**config.mk**
```make
export PLATFORM = sky130hd
export DESIGN_NAME = smbus_bitbang_master_core_flat
export DESIGN_NICKNAME = d
export VERILOG_FILES = /design/src/rtl/core/smb_pkg.sv /design/src/rtl/core/smb_if.sv /design/src/rtl/core/smb_regs.sv /design/src/rtl/core/smbus_bitbang_master_core.sv /design/src/flat_wrapper.sv
export SDC_FILE = /design/constraint.sdc
export NUM_CORES = 1
export LEC_CHECK = 0
export ABC_AREA = 1
export BUFFER_PORTS_ARGS = -buffer_cell sky130_fd_sc_hd__clkbuf_2
export CAP_MARGIN = 10
export CORE_ASPECT_RATIO = 0.6
export CORE_MARGIN = 1
export CORE_UTILIZATION = 43
export CTS_CLUSTER_SIZE = 25
export DETAILED_ROUTE_END_ITERATION = 8
export SLEW_MARGIN = 20
export SYNTH_ARGS = -nofsm -noshare
export SYNTH_HDL_FRONTEND = slang
export SYNTH_SLANG_ARGS = --single-unit
```
**constraint.sdc**
```tcl
create_clock -name i_clk -period 9.7 [get_ports i_clk]
set_input_delay 0.97 -clock i_clk [delete_from_list [all_inputs] [get_ports i_clk]]
set_output_delay 0.97 -clock i_clk [all_outputs]
set_load 0.02 [all_outputs]
```
**src/rtl/core/smb_pkg.sv**
```systemverilog
// ----------------------------------------------------------------------------
// smb_pkg
// types, phase codes and stage codes for the smbus master
// ----------------------------------------------------------------------------
package smb_pkg;

    localparam int PhW = 4;
    localparam logic [PhW-1:0] PH_IDLE    = 4'd0;
    localparam logic [PhW-1:0] PH_RS_DLY  = 4'd1;
    localparam logic [PhW-1:0] PH_RS_HI   = 4'd2;
    localparam logic [PhW-1:0] PH_RS_DLY2 = 4'd3;
    localparam logic [PhW-1:0] PH_ST_CHK  = 4'd4;
    localparam logic [PhW-1:0] PH_ST_DLY  = 4'd5;
    localparam logic [PhW-1:0] PH_B_DLY1  = 4'd6;
    localparam logic [PhW-1:0] PH_B_HI    = 4'd7;
    localparam logic [PhW-1:0] PH_B_DLY2  = 4'd8;
    localparam logic [PhW-1:0] PH_SP_DLY1 = 4'd9;
    localparam logic [PhW-1:0] PH_SP_HI   = 4'd10;
    localparam logic [PhW-1:0] PH_SP_DLY2 = 4'd11;
    localparam logic [PhW-1:0] PH_SP_CHK  = 4'd12;
    localparam logic [PhW-1:0] PH_SP_DLY3 = 4'd13;

    localparam logic [2:0] SG_ADDR_W = 3'd0;
    localparam logic [2:0] SG_CMD    = 3'd1;
    localparam logic [2:0] SG_DATA   = 3'd2;
    localparam logic [2:0] SG_ADDR_R = 3'd3;
    localparam logic [2:0] SG_READ   = 3'd4;

    localparam logic [2:0] MODE_WR_BYTE = 3'd1;
    localparam logic [2:0] MODE_RD_BYTE = 3'd2;
    localparam logic [2:0] MODE_BLK_WR  = 3'd3;
    localparam logic [2:0] MODE_BLK_RD  = 3'd4;

    localparam logic [1:0] ST_OK   = 2'd0;
    localparam logic [1:0] ST_NACK = 2'd1;
    localparam logic [1:0] ST_ARB  = 2'd2;

    localparam logic [15:0] BIT_DELAY_RST = 16'd5;
    localparam logic [7:0]  MSB_MASK      = 8'h80;
    localparam logic [1:0]  ADDR_BIT_DELAY = 2'd0;

    typedef struct packed {
        logic       scl_in;
        logic       sda_in;
        logic [2:0] mode;
        logic [6:0] dev_addr;
        logic [7:0] command_code;
        logic [7:0] length;
        logic [7:0] wr_data;
    } t_in;

    typedef struct packed {
        logic       scl_low;
        logic       sda_low;
        logic       busy_res;
        logic       wr_taken;
        logic [7:0] rd_data;
        logic       rd_valid;
        logic       done_res;
        logic [1:0] status;
    } t_out;

endpackage

```
**src/rtl/core/smb_if.sv**
```systemverilog
// ----------------------------------------------------------------------------
// smb_in_if / smb_out_if
// valid/ready channels carrying one tick word each way
// ----------------------------------------------------------------------------
interface smb_in_if;
    logic          valid;
    logic          ready;
    smb_pkg::t_in  data;
    modport source (output valid, output data, input ready);
    modport sink   (input valid, input data, output ready);
endinterface

interface smb_out_if;
    logic          valid;
    logic          ready;
    smb_pkg::t_out data;
    modport source (output valid, output data, input ready);
    modport sink   (input valid, input data, output ready);
endinterface

```
**src/rtl/core/smb_regs.sv**
```systemverilog
// ----------------------------------------------------------------------------
// smb_regs
// apb register file holding the half-bit delay
// ----------------------------------------------------------------------------
module smb_regs (
    input  logic        i_clk,
    input  logic        i_rst_n,
    input  logic        psel,
    input  logic        penable,
    input  logic        pwrite,
    input  logic [1:0]  paddr,
    input  logic [31:0] pwdata,
    output logic [31:0] prdata,
    output logic        pready,
    output logic [15:0] o_bit_delay
);
    logic [15:0] r_bit_delay;

    always_ff @(posedge i_clk) begin
        if (!i_rst_n) begin
            r_bit_delay <= smb_pkg::BIT_DELAY_RST;
        end else if (psel && penable && pwrite && paddr == smb_pkg::ADDR_BIT_DELAY) begin
            r_bit_delay <= pwdata[15:0];
        end
    end

    assign pready      = 1'b1;
    assign prdata      = (paddr == smb_pkg::ADDR_BIT_DELAY) ? {16'd0, r_bit_delay} : 32'd0;
    assign o_bit_delay = r_bit_delay;
endmodule

```
**src/rtl/core/smbus_bitbang_master_core.sv**
```systemverilog
// ----------------------------------------------------------------------------
// smbus_bitbang_master_core
// open-drain i2c master running one smbus transaction per request
//
// channel  dir  word
// in_ch    in   sampled scl/sda, request and write data, one tick
// out_ch   out  line drives, handshake strobes, read data, status
// apb      in   bit_delay register
//
// one tick per cycle while the output is not stalled: the tick is processed in the cycle it is accepted
// and the result word lands in the output register on the same edge.
// a tick is accepted whenever the output register is empty or being taken.
// synchronous active-low reset returns the bus to idle with lines released.
// ----------------------------------------------------------------------------
module smbus_bitbang_master_core (
    input  logic        i_clk,
    input  logic        i_rst_n,
    smb_in_if.sink      in_ch,
    smb_out_if.source   out_ch,
    input  logic        psel,
    input  logic        penable,
    input  logic        pwrite,
    input  logic [1:0]  paddr,
    input  logic [31:0] pwdata,
    output logic [31:0] prdata,
    output logic        pready
);
    logic [15:0] bit_delay;

    smb_regs u_regs (
        .i_clk, .i_rst_n, .psel, .penable, .pwrite, .paddr, .pwdata,
        .prdata, .pready, .o_bit_delay(bit_delay)
    );

    logic [3:0]  r_phase, n_phase;
    logic [15:0] r_dcnt, n_dcnt;
    logic [3:0]  r_bidx, n_bidx;
    logic [7:0]  r_shift, n_shift;
    logic [7:0]  r_byidx, n_byidx;
    logic        r_started, n_started;
    logic [2:0]  r_mode, n_mode;
    logic [6:0]  r_addr, n_addr;
    logic [7:0]  r_cmd, n_cmd;
    logic [7:0]  r_len, n_len;
    logic [2:0]  r_stage, n_stage;
    logic        r_scl, n_scl;
    logic        r_sda, n_sda;
    logic        r_nack, n_nack;
    logic [1:0]  r_err, n_err;
    logic        r_ovalid;
    smb_pkg::t_out r_out, n_out;

    logic accept;
    assign in_ch.ready  = !r_ovalid || out_ch.ready;
    assign accept       = in_ch.valid && in_ch.ready;
    assign out_ch.valid = r_ovalid;
    assign out_ch.data  = r_out;

    smb_pkg::t_in d;
    assign d = in_ch.data;

    logic [15:0] lim, dinc;
    logic        dover;
    assign lim   = (bit_delay == 16'd0) ? 16'd1 : bit_delay;
    assign dinc  = r_dcnt + 16'd1;
    assign dover = dinc >= lim;

    logic [7:0] rcount;
    assign rcount = (r_mode == smb_pkg::MODE_RD_BYTE) ? 8'd1 : r_len;

    always_comb begin
        logic       rdb, isack, wb, ackv, do_stop, do_byte, do_bit, do_start;
        logic [2:0] sg, mreq;
        logic [7:0] bnext, wbyte, lastcnt;
        logic [3:0] bidx;
        n_phase = r_phase; n_dcnt = r_dcnt; n_bidx = r_bidx; n_shift = r_shift;
        n_byidx = r_byidx; n_started = r_started; n_mode = r_mode; n_addr = r_addr;
        n_cmd = r_cmd; n_len = r_len; n_stage = r_stage; n_scl = r_scl;
        n_sda = r_sda; n_nack = r_nack; n_err = r_err;
        n_out = '0;
        do_stop = 1'b0; do_byte = 1'b0; do_bit = 1'b0; do_start = 1'b0; ackv = 1'b0;
        sg = smb_pkg::SG_ADDR_W; wbyte = 8'd0; bnext = r_byidx;
        rdb = r_stage == smb_pkg::SG_READ;
        isack = r_bidx >= 4'd8;
        wb = rdb == isack;
        bidx = r_bidx + 4'd1;
        mreq = r_mode;
        lastcnt = rcount;
        case (r_phase)
            smb_pkg::PH_IDLE: begin
                if (d.mode >= smb_pkg::MODE_WR_BYTE && d.mode <= smb_pkg::MODE_BLK_RD) begin
                    n_mode = d.mode; n_addr = d.dev_addr; n_cmd = d.command_code;
                    n_len = d.length; n_byidx = 8'd0; n_nack = 1'b0; n_err = smb_pkg::ST_OK;
                    do_byte = 1'b1; sg = smb_pkg::SG_ADDR_W;
                end
            end
            smb_pkg::PH_RS_DLY: begin
                n_dcnt = dover ? 16'd0 : dinc;
                if (dover) begin n_scl = 1'b0; n_phase = smb_pkg::PH_RS_HI; end
            end
            smb_pkg::PH_RS_HI: begin
                if (d.scl_in) begin n_dcnt = 16'd0; n_phase = smb_pkg::PH_RS_DLY2; end
            end
            smb_pkg::PH_RS_DLY2: begin
                n_dcnt = dover ? 16'd0 : dinc;
                if (dover) n_phase = smb_pkg::PH_ST_CHK;
            end
            smb_pkg::PH_ST_CHK: begin
                if (!d.sda_in) begin
                    n_err = smb_pkg::ST_ARB; n_scl = 1'b1; do_stop = 1'b1;
                end else begin
                    n_sda = 1'b1; n_dcnt = 16'd0; n_phase = smb_pkg::PH_ST_DLY;
                end
            end
            smb_pkg::PH_ST_DLY: begin
                n_dcnt = dover ? 16'd0 : dinc;
                if (dover) begin
                    n_scl = 1'b1; n_started = 1'b1; n_bidx = 4'd0; do_bit = 1'b1;
                end
            end
            smb_pkg::PH_B_DLY1: begin
                n_dcnt = dover ? 16'd0 : dinc;
                if (dover) begin n_scl = 1'b0; n_phase = smb_pkg::PH_B_HI; end
            end
            smb_pkg::PH_B_HI: begin
                if (d.scl_in) begin
                    if (wb && !r_sda && !d.sda_in) begin
                        n_err = smb_pkg::ST_ARB; n_scl = 1'b1; do_stop = 1'b1;
                    end else begin
                        if (!wb) begin
                            if (isack) n_nack = d.sda_in;
                            else n_shift = {r_shift[6:0], d.sda_in};
                        end else if (!isack) begin
                            n_shift = {r_shift[6:0], 1'b0};
                        end
                        n_dcnt = 16'd0; n_phase = smb_pkg::PH_B_DLY2;
                    end
                end
            end
            smb_pkg::PH_B_DLY2: begin
                n_dcnt = dover ? 16'd0 : dinc;
                if (dover) begin
                    n_scl = 1'b1; n_bidx = bidx;
                    if (bidx < 4'd9) begin
                        do_bit = 1'b1;
                    end else if (!rdb && r_nack) begin
                        n_err = smb_pkg::ST_NACK; do_stop = 1'b1;
                    end else begin
                        case (r_stage)
                            smb_pkg::SG_ADDR_W: begin do_byte = 1'b1; sg = smb_pkg::SG_CMD; end
                            smb_pkg::SG_CMD: begin
                                if (mreq == smb_pkg::MODE_WR_BYTE ||
                                    (mreq == smb_pkg::MODE_BLK_WR && r_len != 8'd0)) begin
                                    do_byte = 1'b1; sg = smb_pkg::SG_DATA; wbyte = d.wr_data;
                                end else if (mreq == smb_pkg::MODE_BLK_WR) begin
                                    do_stop = 1'b1;
                                end else begin
                                    do_byte = 1'b1; sg = smb_pkg::SG_ADDR_R;
                                end
                            end
                            smb_pkg::SG_DATA: begin
                                bnext = r_byidx + 8'd1; n_byidx = bnext;
                                if (mreq == smb_pkg::MODE_WR_BYTE || bnext >= r_len) begin
                                    do_stop = 1'b1;
                                end else begin
                                    do_byte = 1'b1; sg = smb_pkg::SG_DATA; wbyte = d.wr_data;
                                end
                            end
                            smb_pkg::SG_ADDR_R: begin
                                if (mreq == smb_pkg::MODE_BLK_RD && r_len == 8'd0) do_stop = 1'b1;
                                else begin do_byte = 1'b1; sg = smb_pkg::SG_READ; end
                            end
                            default: begin
                                n_out.rd_data = r_shift; n_out.rd_valid = 1'b1;
                                bnext = r_byidx + 8'd1; n_byidx = bnext;
                                if (bnext >= lastcnt) do_stop = 1'b1;
                                else begin do_byte = 1'b1; sg = smb_pkg::SG_READ; end
                            end
                        endcase
                    end
                end
            end
            smb_pkg::PH_SP_DLY1: begin
                n_dcnt = dover ? 16'd0 : dinc;
                if (dover) begin n_scl = 1'b0; n_phase = smb_pkg::PH_SP_HI; end
            end
            smb_pkg::PH_SP_HI: begin
                if (d.scl_in) begin n_dcnt = 16'd0; n_phase = smb_pkg::PH_SP_DLY2; end
            end
            smb_pkg::PH_SP_DLY2: begin
                n_dcnt = dover ? 16'd0 : dinc;
                if (dover) begin n_sda = 1'b0; n_phase = smb_pkg::PH_SP_CHK; end
            end
            smb_pkg::PH_SP_CHK: begin
                if (!d.sda_in) begin
                    n_err = smb_pkg::ST_ARB; n_phase = smb_pkg::PH_IDLE;
                    n_out.done_res = 1'b1; n_out.status = smb_pkg::ST_ARB;
                end else begin
                    n_dcnt = 16'd0; n_phase = smb_pkg::PH_SP_DLY3;
                end
            end
            smb_pkg::PH_SP_DLY3: begin
                n_dcnt = dover ? 16'd0 : dinc;
                if (dover) begin
                    n_started = 1'b0; n_phase = smb_pkg::PH_IDLE;
                    n_out.done_res = 1'b1; n_out.status = r_err;
                end
            end
            default: n_phase = smb_pkg::PH_IDLE;
        endcase

        if (do_byte) begin
            n_stage = sg; n_bidx = 4'd0;
            case (sg)
                smb_pkg::SG_ADDR_W: n_shift = {(r_phase == smb_pkg::PH_IDLE) ? d.dev_addr
                                                                          : r_addr, 1'b0};
                smb_pkg::SG_ADDR_R: n_shift = {r_addr, 1'b1};
                smb_pkg::SG_CMD:    n_shift = r_cmd;
                smb_pkg::SG_DATA:   begin n_shift = wbyte; n_out.wr_taken = 1'b1; end
                default:            n_shift = 8'd0;
            endcase
            if (sg == smb_pkg::SG_ADDR_W || sg == smb_pkg::SG_ADDR_R) do_start = 1'b1;
            else do_bit = 1'b1;
        end
        if (do_start) begin
            n_dcnt = 16'd0;
            if (r_started) begin n_sda = 1'b0; n_phase = smb_pkg::PH_RS_DLY; end
            else n_phase = smb_pkg::PH_ST_CHK;
        end
        if (do_bit) begin
            rdb = n_stage == smb_pkg::SG_READ;
            isack = n_bidx >= 4'd8;
            if (rdb != isack) begin
                n_sda = 1'b0;
            end else begin
                ackv = (n_byidx + 8'd1) >= lastcnt;
                n_sda = isack ? !ackv : !((n_shift & smb_pkg::MSB_MASK) != 8'd0);
            end
            n_dcnt = 16'd0; n_phase = smb_pkg::PH_B_DLY1;
        end
        if (do_stop) begin
            n_sda = 1'b1; n_dcnt = 16'd0; n_phase = smb_pkg::PH_SP_DLY1;
        end
        n_out.scl_low  = n_scl;
        n_out.sda_low  = n_sda;
        n_out.busy_res = n_phase != smb_pkg::PH_IDLE;
    end

    always_ff @(posedge i_clk) begin
        if (!i_rst_n) begin
            r_phase <= smb_pkg::PH_IDLE; r_dcnt <= '0; r_bidx <= '0; r_shift <= '0;
            r_byidx <= '0; r_started <= 1'b0; r_mode <= '0; r_addr <= '0; r_cmd <= '0;
            r_len <= '0; r_stage <= smb_pkg::SG_ADDR_W; r_scl <= 1'b0; r_sda <= 1'b0;
            r_nack <= 1'b0; r_err <= smb_pkg::ST_OK; r_ovalid <= 1'b0;
        end else begin
            if (accept) begin
                r_phase <= n_phase; r_dcnt <= n_dcnt; r_bidx <= n_bidx; r_shift <= n_shift;
                r_byidx <= n_byidx; r_started <= n_started; r_mode <= n_mode;
                r_addr <= n_addr; r_cmd <= n_cmd; r_len <= n_len; r_stage <= n_stage;
                r_scl <= n_scl; r_sda <= n_sda; r_nack <= n_nack; r_err <= n_err;
                r_ovalid <= 1'b1;
            end else if (out_ch.ready) begin
                r_ovalid <= 1'b0;
            end
        end
    end

    always_ff @(posedge i_clk) begin
        if (accept) r_out <= n_out;
    end
endmodule
```
**src/flat_wrapper.sv**
```systemverilog
// flat-port wrapper written by rule: the top's interface ports become plain ports
module smbus_bitbang_master_core_flat 
  (i_clk, i_rst_n, psel, penable, pwrite, paddr, pwdata, prdata, pready, in_ch_valid, in_ch_data, in_ch_ready, out_ch_valid, out_ch_data, out_ch_ready);
  smb_in_if in_ch_i ();
  smb_out_if out_ch_i ();
  input  logic i_clk;
  input  logic i_rst_n;
  input  logic psel;
  input  logic penable;
  input  logic pwrite;
  input  logic [1:0] paddr;
  input  logic [31:0] pwdata;
  output logic [31:0] prdata;
  output logic pready;
  input wire logic [$bits(in_ch_i.valid)-1:0] in_ch_valid;
  input wire logic [$bits(in_ch_i.data)-1:0] in_ch_data;
  output wire logic [$bits(in_ch_i.ready)-1:0] in_ch_ready;
  output wire logic [$bits(out_ch_i.valid)-1:0] out_ch_valid;
  output wire logic [$bits(out_ch_i.data)-1:0] out_ch_data;
  input wire logic [$bits(out_ch_i.ready)-1:0] out_ch_ready;
  assign in_ch_i.valid = in_ch_valid;
  assign in_ch_i.data = in_ch_data;
  assign in_ch_ready = in_ch_i.ready;
  assign out_ch_valid = out_ch_i.valid;
  assign out_ch_data = out_ch_i.data;
  assign out_ch_i.ready = out_ch_ready;
  smbus_bitbang_master_core u_core (.i_clk(i_clk), .i_rst_n(i_rst_n), .in_ch(in_ch_i), .out_ch(out_ch_i), .psel(psel), .penable(penable), .pwrite(pwrite), .paddr(paddr), .pwdata(pwdata), .prdata(prdata), .pready(pready));
endmodule
```
==> results of run 1 <==
flip-flops by register name (all words and copies together) (netlist names):
name and count:
u_core.r_len 8, u_core.r_phase 4, u_core.out_ch.data 16, u_core.out_ch.valid 1, u_core.u_regs.o_bit_delay 16, u_core.r_cmd 8, u_core.r_sda 1, u_core.r_byidx 8
u_core.r_nack 1, u_core.r_dcnt 16, u_core.r_bidx 4, u_core.r_stage 3, u_core.r_addr 7, u_core.r_mode 3, u_core.r_err 2, u_core.r_started 1
u_core.r_shift 8, u_core.r_scl 1
power groups by stage:
| stage | registers (mW) | logic [mW] | clock network (mW) |
|---|---|---|---|
| after CTS | 0.541 | 0.520 | 0.394 |
| after global routing | 0.549 | 0.597 | 0.412 |
| after detailed placement | 0.551 | 0.516 | 0 |
| after global placement | 0.551 | 0.514 | 0 |
| after floorplan | 0.547 | 0.393 | 0 |
| final | 0.542 | 0.526 | 0.387 |
final timing paths:
path,to,startpoint,cells after the start
worst max register to register,u_core.out_ch.data[14]$_DFFE_PP_,u_core.r_dcnt[0]$_SDFFE_PN0P_,33
worst min register to register,u_core.r_nack$_SDFFE_PN0P_,u_core.r_nack$_SDFFE_PN0P_,2
worst max-delay path,u_core.out_ch.data[14]$_DFFE_PP_,u_core.r_dcnt[0]$_SDFFE_PN0P_,33
worst min-delay path,u_core.r_nack$_SDFFE_PN0P_,u_core.r_nack$_SDFFE_PN0P_,2
synthesized netlist by cell type, types with 2 or more instances:
cell	number	area (um2)
nor3_1	17	85.1
o21ai_2	2	17.5
inv_4	2	12.5
nand3_1	46	230
ha_1	46	576
clkbuf_1	25	93.8
a211oi_1	3	22.5
o21ai_1	6	30.0
buf_2	3	15.0
o2111ai_1	8	70.1
o32ai_1	3	26.3
a21oi_1	102	510
nand4_1	17	106
nor4_1	2	12.5
a2111oi_0	2	17.5
o21ai_0	110	551
buf_4	21	158
inv_2	4	15.0
clkinv_1	2	7.51
nor2_2	8	50.1
nor2_1	122	458
nor2_4	2	22.5
nand2_1	157	589
xor2_1	21	184
edfxtp_1	16	480
inv_1	161	604
dfxtp_1	92	1840
a31oi_1	3	18.8
conb_1	2	7.51
o22ai_1	2	12.5
o211ai_1	15	113
final cells by class:
| cell class | count | area (um2) | area share (%) |
|---|---|---|---|
| clock buffer | 10 | 250 | 3.11 |
| clock inverter | 6 | 61.3 | 0.763 |
| inverter | 169 | 639 | 7.95 |
| multi-input combinational | 733 | 3990 | 49.6 |
| sequential | 108 | 2320 | 28.9 |
| tap | 228 | 285 | 3.55 |
| timing repair buffer | 97 | 493 | 6.13 |
worst max-delay path: cells and delay by family, from the launching register on:
kind                     cells  cell delay [ns]
buffers and inverters        2             0.14
AO/OA/AOI/OAI                3             0.59
flip-flops                   1             0.44
XOR/XNOR                     1             0.13
adder cells (fa/ha/maj)      4             1.02
AND/OR/NAND/NOR             23             3.62
layer usage:
metal	global-route usage, %	vias up	wire length (um)
li1	-	3575	-
met1	40.2	3069	11300
met2	29.3	258	6940
met3	4.07	11	1540
met4	3.78	0	125
met5	0	-	0
logic make-up (layout without fill, tap and decap cells):
logic type	count (synthesis)	in the layout	share of synthesized area, %
xor gates and xnor gates	22	22	2.69
adders and majority gates	46	46	8.03
AOI/OAI and AO/OA	267	267	20.9
DFF	108	108	32.4
other	2	17	0.105
and+or+nand+nor	381	381	23.1
buffers and inverters	219	282	12.8
metrics by stage:
step	utilization [%]	hold slack (ns)	area (um2)	power, mW	setup slack, ns
2_1_floorplan	-	0.440	7230	0.941	4.94
3_3_place_gp	47.5	0.467	7730	1.06	3.50
3_5_place_dp	47.5	0.475	7730	1.07	3.49
4_1_cts	49.4	0.487	8040	1.45	3.47
5_1_grt	49.4	0.495	8040	1.56	2.74
6_report	49.4	0.482	8040	1.45	3.47
==> impl_metrics.env, run 1 <==
export IMPL_status="complete, no violations"
export IMPL_max_slew_worst_pin_slew_ns=1.08
export IMPL_synth_ff_type="dfxtp_1"
export IMPL_path_clk_slew_ns=0.08
export IMPL_postSynthCellCount=1045
export IMPL_fin_crit_ns=6.23
export IMPL_yosysSeqAreaShare_pct=32.4
export IMPL_arrival_ns=6.35
export IMPL_wl_per_cell_um=14.7
export IMPL_final_hold_violation_count=0
export IMPL_io_pin_count=128
export IMPL_maxSlewHeadroom_pct=27.9
export IMPL_cts_sinks=108
export IMPL_drv_slew=0
export IMPL_fin_crit_sh_pct=64.2
export IMPL_synth_cell_types=54
export IMPL_cp_end_kind="flip-flop"
export IMPL_drc=0
export IMPL_gp_congestion=0.963
export IMPL_instances_no_fill=1351
export IMPL_fin_skew_ns=0.0118
export IMPL_dp_cells=1335
export IMPL_worst_ep_required_time_ns=9.82
export IMPL_syn2layout_area_growth_pct=12.1
export IMPL_p_per_area_nw_per_um2=181
export IMPL_fmax_ghz=0.160
export IMPL_drt_pass1_iter_count=5
export IMPL_cts_buffer_depth=2
export IMPL_clk_latency_ns=0.36
export IMPL_grt_max_degree=76
export IMPL_via_per_inst=5.12
export IMPL_numCtsBuffers=9
export IMPL_critical_path_class="reg -> reg"
export IMPL_layout_common_cells="inv_1 (161), nand2_1 (157), nor2_1 (122), o21ai_0 (110), a21oi_1 (102)"
export IMPL_std_cell_rows=36
export IMPL_hold_class="reg -> reg"
export IMPL_slowest_delay_ns=0.51
export IMPL_crit_fanout=19
export IMPL_reg2reg_slack_ns=3.47
export IMPL_combPwrFrac_pct=36.2
export IMPL_p_leak_nw=3.82
export IMPL_design_core_area_um2=16300
export IMPL_cts_tree="done"
export IMPL_drtAntennaViolNets=0
export IMPL_synth_area_um2=7170
export IMPL_crit_slowest_cell="nand4_1"
export IMPL_start_kind="flip-flop"
export IMPL_swShare_pct=40.4
export IMPL_avgSynthCellArea_um2=6.86
export IMPL_finalNetCount=1241
export IMPL_cpMostUsedCell="nand2_1"
export IMPL_drive_gt1_share_pct=12.6
export IMPL_vdd_drop_max_mv=0.104
export IMPL_grt_pass1_wl_mm=31.4
export IMPL_dieHeight_um=102
export IMPL_maxCapViolCount=0
export IMPL_drt_total_wl_mm=19.9
export IMPL_synth_edf_count=16
export IMPL_hold_buffers=0
export IMPL_ys_ff_latch=108
export IMPL_die_area_um2=17200
export IMPL_switching_power_mw=0.588
export IMPL_initial_core_util_pct=44.1
export IMPL_vias=6913
export IMPL_cts_setup_buffers=0
export IMPL_grt_pass1_vias=5800
export IMPL_fin_setup_tns_ns=0
export IMPL_die_w_um=169
export IMPL_drt_initial_drc_count=556
export IMPL_rsz0062_at_grt="no"
export IMPL_fillers=1631
export IMPL_layout_commonest_cell="inv_1"
export IMPL_antenna_cells=0
export IMPL_grtUsageTotal_pct=23.6
export IMPL_async_flop_share_pct=0
export IMPL_clockPowerShare_pct=26.6
export IMPL_synth_warnings=0
export IMPL_ctsResizeCount=0
export IMPL_intPower_mw=0.866
export IMPL_numPortBuffers=94
export IMPL_grt_ovfl_total=0
export IMPL_finalSetupViolCount=0
export IMPL_ctsHtreeMaxLevel=3
export IMPL_cts_root_buf="clkbuf_16"
export IMPL_antenna_found_initial=0
export IMPL_hpwl_mm=15.2
export IMPL_seqPwrFrac_pct=37.2
(Power assumes the default switching activity.)
==> run 2, diff against run 1 <==
--- a/config.mk
+++ b/config.mk
@@ -5,7 +5,7 @@
 export SDC_FILE = /design/constraint.sdc
 export NUM_CORES = 1
 export LEC_CHECK = 0
-export ABC_AREA = 1
+export ABC_AREA = 0
 export BUFFER_PORTS_ARGS = -buffer_cell sky130_fd_sc_hd__clkbuf_2
 export CAP_MARGIN = 10
 export CORE_ASPECT_RATIO = 0.6
==> constraint.sdc (replaced) <==
create_clock -name i_clk -period 6.37 [get_ports i_clk]
set_input_delay 0.637 -clock i_clk [delete_from_list [all_inputs] [get_ports i_clk]]
set_output_delay 0.637 -clock i_clk [all_outputs]
set_load 0.02 [all_outputs]
==> impl_metrics.env, run 2 <==
export IMPL_vdd_drop_max_mv=0.138
export IMPL_synth_cell_types=87
export IMPL_numPortBuffers=94
export IMPL_p_per_area_nw_per_um2=201
export IMPL_instances_no_fill=1226
export IMPL_fmax_ghz=0.167
export IMPL_drt_initial_drc_count=546
export IMPL_drc=0
export IMPL_drt_total_wl_mm=21.1
export IMPL_cts_setup_buffers=0
export IMPL_synth_ff_type="dfxtp_1"
export IMPL_hpwl_mm=15.7
export IMPL_design_core_area_um2=16500
export IMPL_finalNetCount=1116
export IMPL_antenna_cells=0
export IMPL_grtUsageTotal_pct=24.5
export IMPL_drtAntennaViolNets=0
export IMPL_gp_congestion=0.984
export IMPL_hold_class="reg -> reg"
export IMPL_grt_pass1_wl_mm=33.2
export IMPL_final_util_pct=50.4
export IMPL_fillers=1658
export IMPL_critical_path_class="reg -> reg"
export IMPL_ctsHtreeMaxLevel=3
export IMPL_drt_pass1_iter_count=5
export IMPL_cts_tree="done"
export IMPL_fin_skew_ns=0.0107
export IMPL_p_leak_nw=3.38
export IMPL_die_w_um=171
export IMPL_via_per_inst=5.61
export IMPL_worst_ep_required_time_ns=6.67
export IMPL_clk_latency_ns=0.36
export IMPL_fin_crit_ns=5.99
export IMPL_initial_core_util_pct=44.6
export IMPL_status="complete, no violations"
export IMPL_layout_commonest_cell="nand2_1"
export IMPL_crit_slowest_cell="dfxtp_2"
export IMPL_synth_top_area_share_pct=25.0
export IMPL_wl_per_cell_um=17.2
export IMPL_netlist_top_cells_count="nand2_1 (156), dfxtp_1 (92), a21boi_0 (56), nor2_1 (56), ha_1 (46)"
export IMPL_multi_input_area_um2=4650
export IMPL_cts_buffer_depth=2
export IMPL_postSynthCellCount=923
export IMPL_slowest_delay_ns=0.38
export IMPL_final_hold_violation_count=0
export IMPL_finalSetupViolCount=0
export IMPL_dp_slack_ns=0.177
export IMPL_vias=6874
export IMPL_maxCapViolCount=0
export IMPL_yosys_area_top_type="dfxtp_1"
export IMPL_yosysMostFrequentCell="nand2_1"
export IMPL_drive_gt1_share_pct=17.3
export IMPL_antenna_found_initial=0
export IMPL_numCtsBuffers=9
export IMPL_crit_fanout=6
export IMPL_std_cell_rows=36
export IMPL_avgSynthCellArea_um2=7.97
export IMPL_p_total_mw=1.67
export IMPL_cpMostUsedCell="and3_1"
export IMPL_synth_area_um2=7360
export IMPL_synth_warnings=0
export IMPL_path_clk_slew_ns=0.08
export IMPL_grt_ovfl_total=0
export IMPL_maxSlewHeadroom_pct=40.7
export IMPL_cp_end_kind="flip-flop"
export IMPL_fin_crit_sh_pct=94.1
export IMPL_grt_max_degree=98
export IMPL_ys_ff_latch=108
export IMPL_register_area_um2=2330
export IMPL_async_flop_share_pct=0
export IMPL_fin_ws_ns=0.376
export IMPL_drv_slew=0
export IMPL_syn2layout_area_growth_pct=12.9
export IMPL_yosysSeqAreaShare_pct=31.5
export IMPL_synth_edf_count=16
export IMPL_cts_sinks=108
export IMPL_io_pin_count=128
export IMPL_layout_common_cells="nand2_1 (156), clkbuf_2 (94), dfxtp_1 (88), a21boi_0 (56), nor2_1 (54)"
export IMPL_dieHeight_um=103
export IMPL_ys_top_cells_by_area="dfxtp_1 (25%), nand2_1 (8.0%), ha_1 (7.8%)"
export IMPL_grt_pass1_vias=5946
export IMPL_cts_root_buf="clkbuf_16"
export IMPL_max_slew_worst_pin_slew_ns=0.888
export IMPL_dp_cells=1210
export IMPL_arrival_ns=6.29
export IMPL_die_area_um2=17700
export IMPL_start_kind="flip-flop"
export IMPL_fin_setup_tns_ns=0
run 2: cell count changes in the layout (fill, tap and decap cells not counted), moves of 9 or more:
cell	before	now
inv_1	161	36
nor2_1	122	54
o21ai_0	110	42
a21oi_1	102	38
a21boi_0	1	56
nand3_1	46	25
and3_1	0	18
buf_4	3	16
nor2b_1	0	13
nor3_1	17	28
xnor2_1	1	12
nand4_1	17	7
and2_1	1	10
run 2: repair_timing:
item / CTS / global route
hold endpoints to repair: 0 / 0
endpoints found under the setup margin: 0 / 2
gates resized for setup: 0 / 15
hold buffers: 0 / 0
run 2: where the power goes:
part	switching (mW)	internal [mW]	leakage [nW]	total, mW
clock network	0.305	0.285	0.152	0.590
logic	0.208	0.120	2.32	0.328
registers	0.0291	0.719	0.907	0.748
total	0.542	1.12	3.38	1.67
run 2: per-layer routing:
layer,part of all wire (%),track usage (%)
met1,56,41.6
met4,0.61,4.33
met5,0,0
met3,6.9,4.15
met2,37,30.5
run 2: logic make-up after synthesis:
family | after synthesis | share of synthesized area (%)
simple gates | 371 | 24.4
compound gates | 254 | 24.9
flops | 108 | 31.5
buf+inv | 105 | 6.60
fa+ha+maj | 46 | 7.82
xor+xnor | 28 | 3.33
mux | 9 | 1.31
other cells | 2 | 0.102
run 2: area by class of cell:
type / instances / area share, %
Clock buffer: 9 / 2.71
Tap cell: 228 / 3.43
Timing Repair Buffer: 110 / 7.10
Multi-Input combinational cell: 725 / 55.9
Sequential cell: 108 / 28.0
Clock inverter: 7 / 1.10
Inverter: 39 / 1.76
run 2: worst paths after layout:
| kind | start | slack (ns) | cells after the start | end |
|---|---|---|---|---|
| min | u_core.r_cmd[1]$_SDFFE_PN0P_ | 0.47 | 2 | u_core.r_cmd[1]$_SDFFE_PN0P_ |
| min reg2reg | u_core.r_cmd[1]$_SDFFE_PN0P_ | 0.47 | 2 | u_core.r_cmd[1]$_SDFFE_PN0P_ |
| max | u_core.r_dcnt[0]$_SDFFE_PN0P_ | 0.38 | 28 | u_core.r_sda$_SDFFE_PN0P_ |
| max reg2reg | u_core.r_dcnt[0]$_SDFFE_PN0P_ | 0.38 | 28 | u_core.r_sda$_SDFFE_PN0P_ |
run 2: stage by stage:
stage               cell area, um2  hold slack [ns]
detailed placement            7960            0.460
floorplan                     7420            0.429
finish                        8310            0.467
CTS                           8280            0.471
global placement              7960            0.458
global route                  8310            0.484
run 2: critical path: cells and delay by family (launching register included):
kind | cells | cell delay, ns
compound gates | 12 | 2.22
xor+xnor | 2 | 0.26
fa+ha+maj | 3 | 0.82
flops | 1 | 0.38
mux | 1 | 0.31
simple gates | 10 | 1.95
==> run 3, diff against run 2 <==
--- a/config.mk
+++ b/config.mk
@@ -5,7 +5,7 @@
 export SDC_FILE = /design/constraint.sdc
 export NUM_CORES = 1
 export LEC_CHECK = 0
-export ABC_AREA = 0
+export ABC_AREA = 1
 export BUFFER_PORTS_ARGS = -buffer_cell sky130_fd_sc_hd__clkbuf_2
 export CAP_MARGIN = 10
 export CORE_ASPECT_RATIO = 0.6
==> impl_metrics.env, run 3 (synthesized netlist as in run 1, its figures left out) <==
export IMPL_fillers=1644
export IMPL_fin_crit_sh_pct=87.7
export IMPL_drtAntennaViolNets=0
export IMPL_finalSetupViolCount=0
export IMPL_cts_setup_buffers=0
export IMPL_worst_ep_required_time_ns=6.49
export IMPL_crit_slowest_cell="dfxtp_1"
export IMPL_die_w_um=169
export IMPL_dieHeight_um=102
export IMPL_arrival_ns=5.70
export IMPL_dp_cells=1337
export IMPL_io_pin_count=128
export IMPL_antenna_found_initial=0
export IMPL_crit_fanout=12
export IMPL_cts_root_buf="clkbuf_16"
export IMPL_grt_max_degree=76
export IMPL_cts_tree="done"
export IMPL_critical_path_class="reg -> reg"
export IMPL_hold_class="reg -> reg"
export IMPL_numCtsBuffers=9
export IMPL_vias=6888
export IMPL_via_per_inst=5.09
export IMPL_numPortBuffers=94
export IMPL_ctsHtreeMaxLevel=3
export IMPL_layout_commonest_cell="inv_1"
export IMPL_register_area_um2=2320
export IMPL_multi_input_area_um2=3990
export IMPL_drt_total_wl_mm=20.0
export IMPL_hold_buffers=0
export IMPL_design_core_area_um2=16300
export IMPL_drv_slew=0
export IMPL_fin_crit_ns=5.59
export IMPL_start_kind="flip-flop"
export IMPL_cp_num_buf_inv=3
export IMPL_antenna_cells=0
export IMPL_maxCapViolCount=0
export IMPL_p_leak_nw=3.83
export IMPL_layout_common_cells="inv_1 (160), nand2_1 (157), nor2_1 (122), o21ai_0 (110), a21oi_1 (102)"
export IMPL_vdd_drop_max_mv=0.136
export IMPL_instances_no_fill=1353
export IMPL_cp_end_kind="flip-flop"
export IMPL_grtUsageTotal_pct=23.8
export IMPL_drt_pass1_iter_count=6
export IMPL_hpwl_mm=15.2
export IMPL_grt_pass1_vias=5859
export IMPL_fmax_ghz=0.179
export IMPL_cts_buffer_depth=2
export IMPL_fin_setup_tns_ns=0
export IMPL_slowest_delay_ns=0.42
export IMPL_path_clk_slew_ns=0.08
export IMPL_fin_skew_ns=0.00917
export IMPL_clk_latency_ns=0.36
export IMPL_final_hold_violation_count=0
export IMPL_die_area_um2=17200
export IMPL_ctsResizeCount=0
export IMPL_max_slew_worst_pin_slew_ns=0.936
export IMPL_p_per_area_nw_per_um2=276
export IMPL_std_cell_rows=36
export IMPL_finalNetCount=1243
export IMPL_grt_pass1_wl_mm=31.8
export IMPL_drive_gt1_share_pct=12.8
export IMPL_maxSlewHeadroom_pct=37.4
export IMPL_wl_per_cell_um=14.8
export IMPL_drc=0
export IMPL_status="complete, no violations"
export IMPL_initial_core_util_pct=44.1
export IMPL_cp_top_family="simple AND/OR/NAND/NOR gates"
export IMPL_syn2layout_area_growth_pct=12.2
export IMPL_drt_initial_drc_count=645
export IMPL_rsz0062_at_grt="no"
export IMPL_cts_sinks=108
export IMPL_gp_congestion=0.940
export IMPL_cpMostUsedCell="nand2_1"
export IMPL_grt_ovfl_total=0
run 3: changes by cell type in the layout (fill, tap and decap cells not counted), sizes merged, moves of 13 or more:
| cell | delta |
|---|---|
| a21boi | -60 |
| nor3 | -16 |
| nor2 | +76 |
| a21oi | +62 |
| inv | +131 |
| o21ai | +63 |
| nor2b | -13 |
| nand3 | +19 |
| and3 | -22 |
run 3: stage by stage:
| stage | area [um2] | hold slack, ns | power, mW | setup WS [ns] | util [%] |
|---|---|---|---|---|---|
| floorplan | 7230 | 0.440 | 1.43 | 1.61 | - |
| detailed placement | 7740 | 0.466 | 1.64 | 0.876 | 47.6 |
| CTS | 8050 | 0.478 | 2.22 | 0.853 | 49.5 |
| global route | 8050 | 0.496 | 2.38 | 0.206 | 49.5 |
| finish | 8050 | 0.478 | 2.22 | 0.785 | 49.5 |
| global placement | 7740 | 0.465 | 1.63 | 0.928 | 47.6 |
run 3: area by class of cell:
type | count | area share, %
clock buffers | 9 | 2.80
clock inverters | 7 | 0.980
inverters | 169 | 7.95
multi-input cells | 733 | 49.5
flip-flops and latches | 108 | 28.9
well taps | 228 | 3.55
repair buffers | 99 | 6.31
run 3: routing by layer:
metal  share of wire (%)  wire length [um]  GRT usage (%)
met1                  58             11600           41.3
met2                  34              6720           28.2
met3                 7.2              1450           4.03
met4                0.88               175           4.76
met5                   0                 0              0
run 3: path summary, 6_finish.rpt:
path                                               startpoint                               end  slack, ns  depth (start not counted)
worst max-delay path            u_core.r_dcnt[0]$_SDFFE_PN0P_  u_core.out_ch.data[14]$_DFFE_PP_       0.78                         34
worst min-delay path               u_core.r_nack$_SDFFE_PN0P_        u_core.r_nack$_SDFFE_PN0P_       0.48                          2
worst max register to register  u_core.r_dcnt[0]$_SDFFE_PN0P_  u_core.out_ch.data[14]$_DFFE_PP_       0.78                         34
worst min register to register     u_core.r_nack$_SDFFE_PN0P_        u_core.r_nack$_SDFFE_PN0P_       0.48                          2
run 3: report_power, final:
part	total, mW	switching (mW)	internal, mW
Combinational	0.818	0.559	0.259
Clock	0.583	0.302	0.281
Sequential	0.823	0.0547	0.768
Total	2.22	0.916	1.31
run 3: worst min-delay path: stages, from the launching register on:
cell and delay (ns):
dfxtp_1 0.30, inv_1 0.07, a21oi_1 0.06
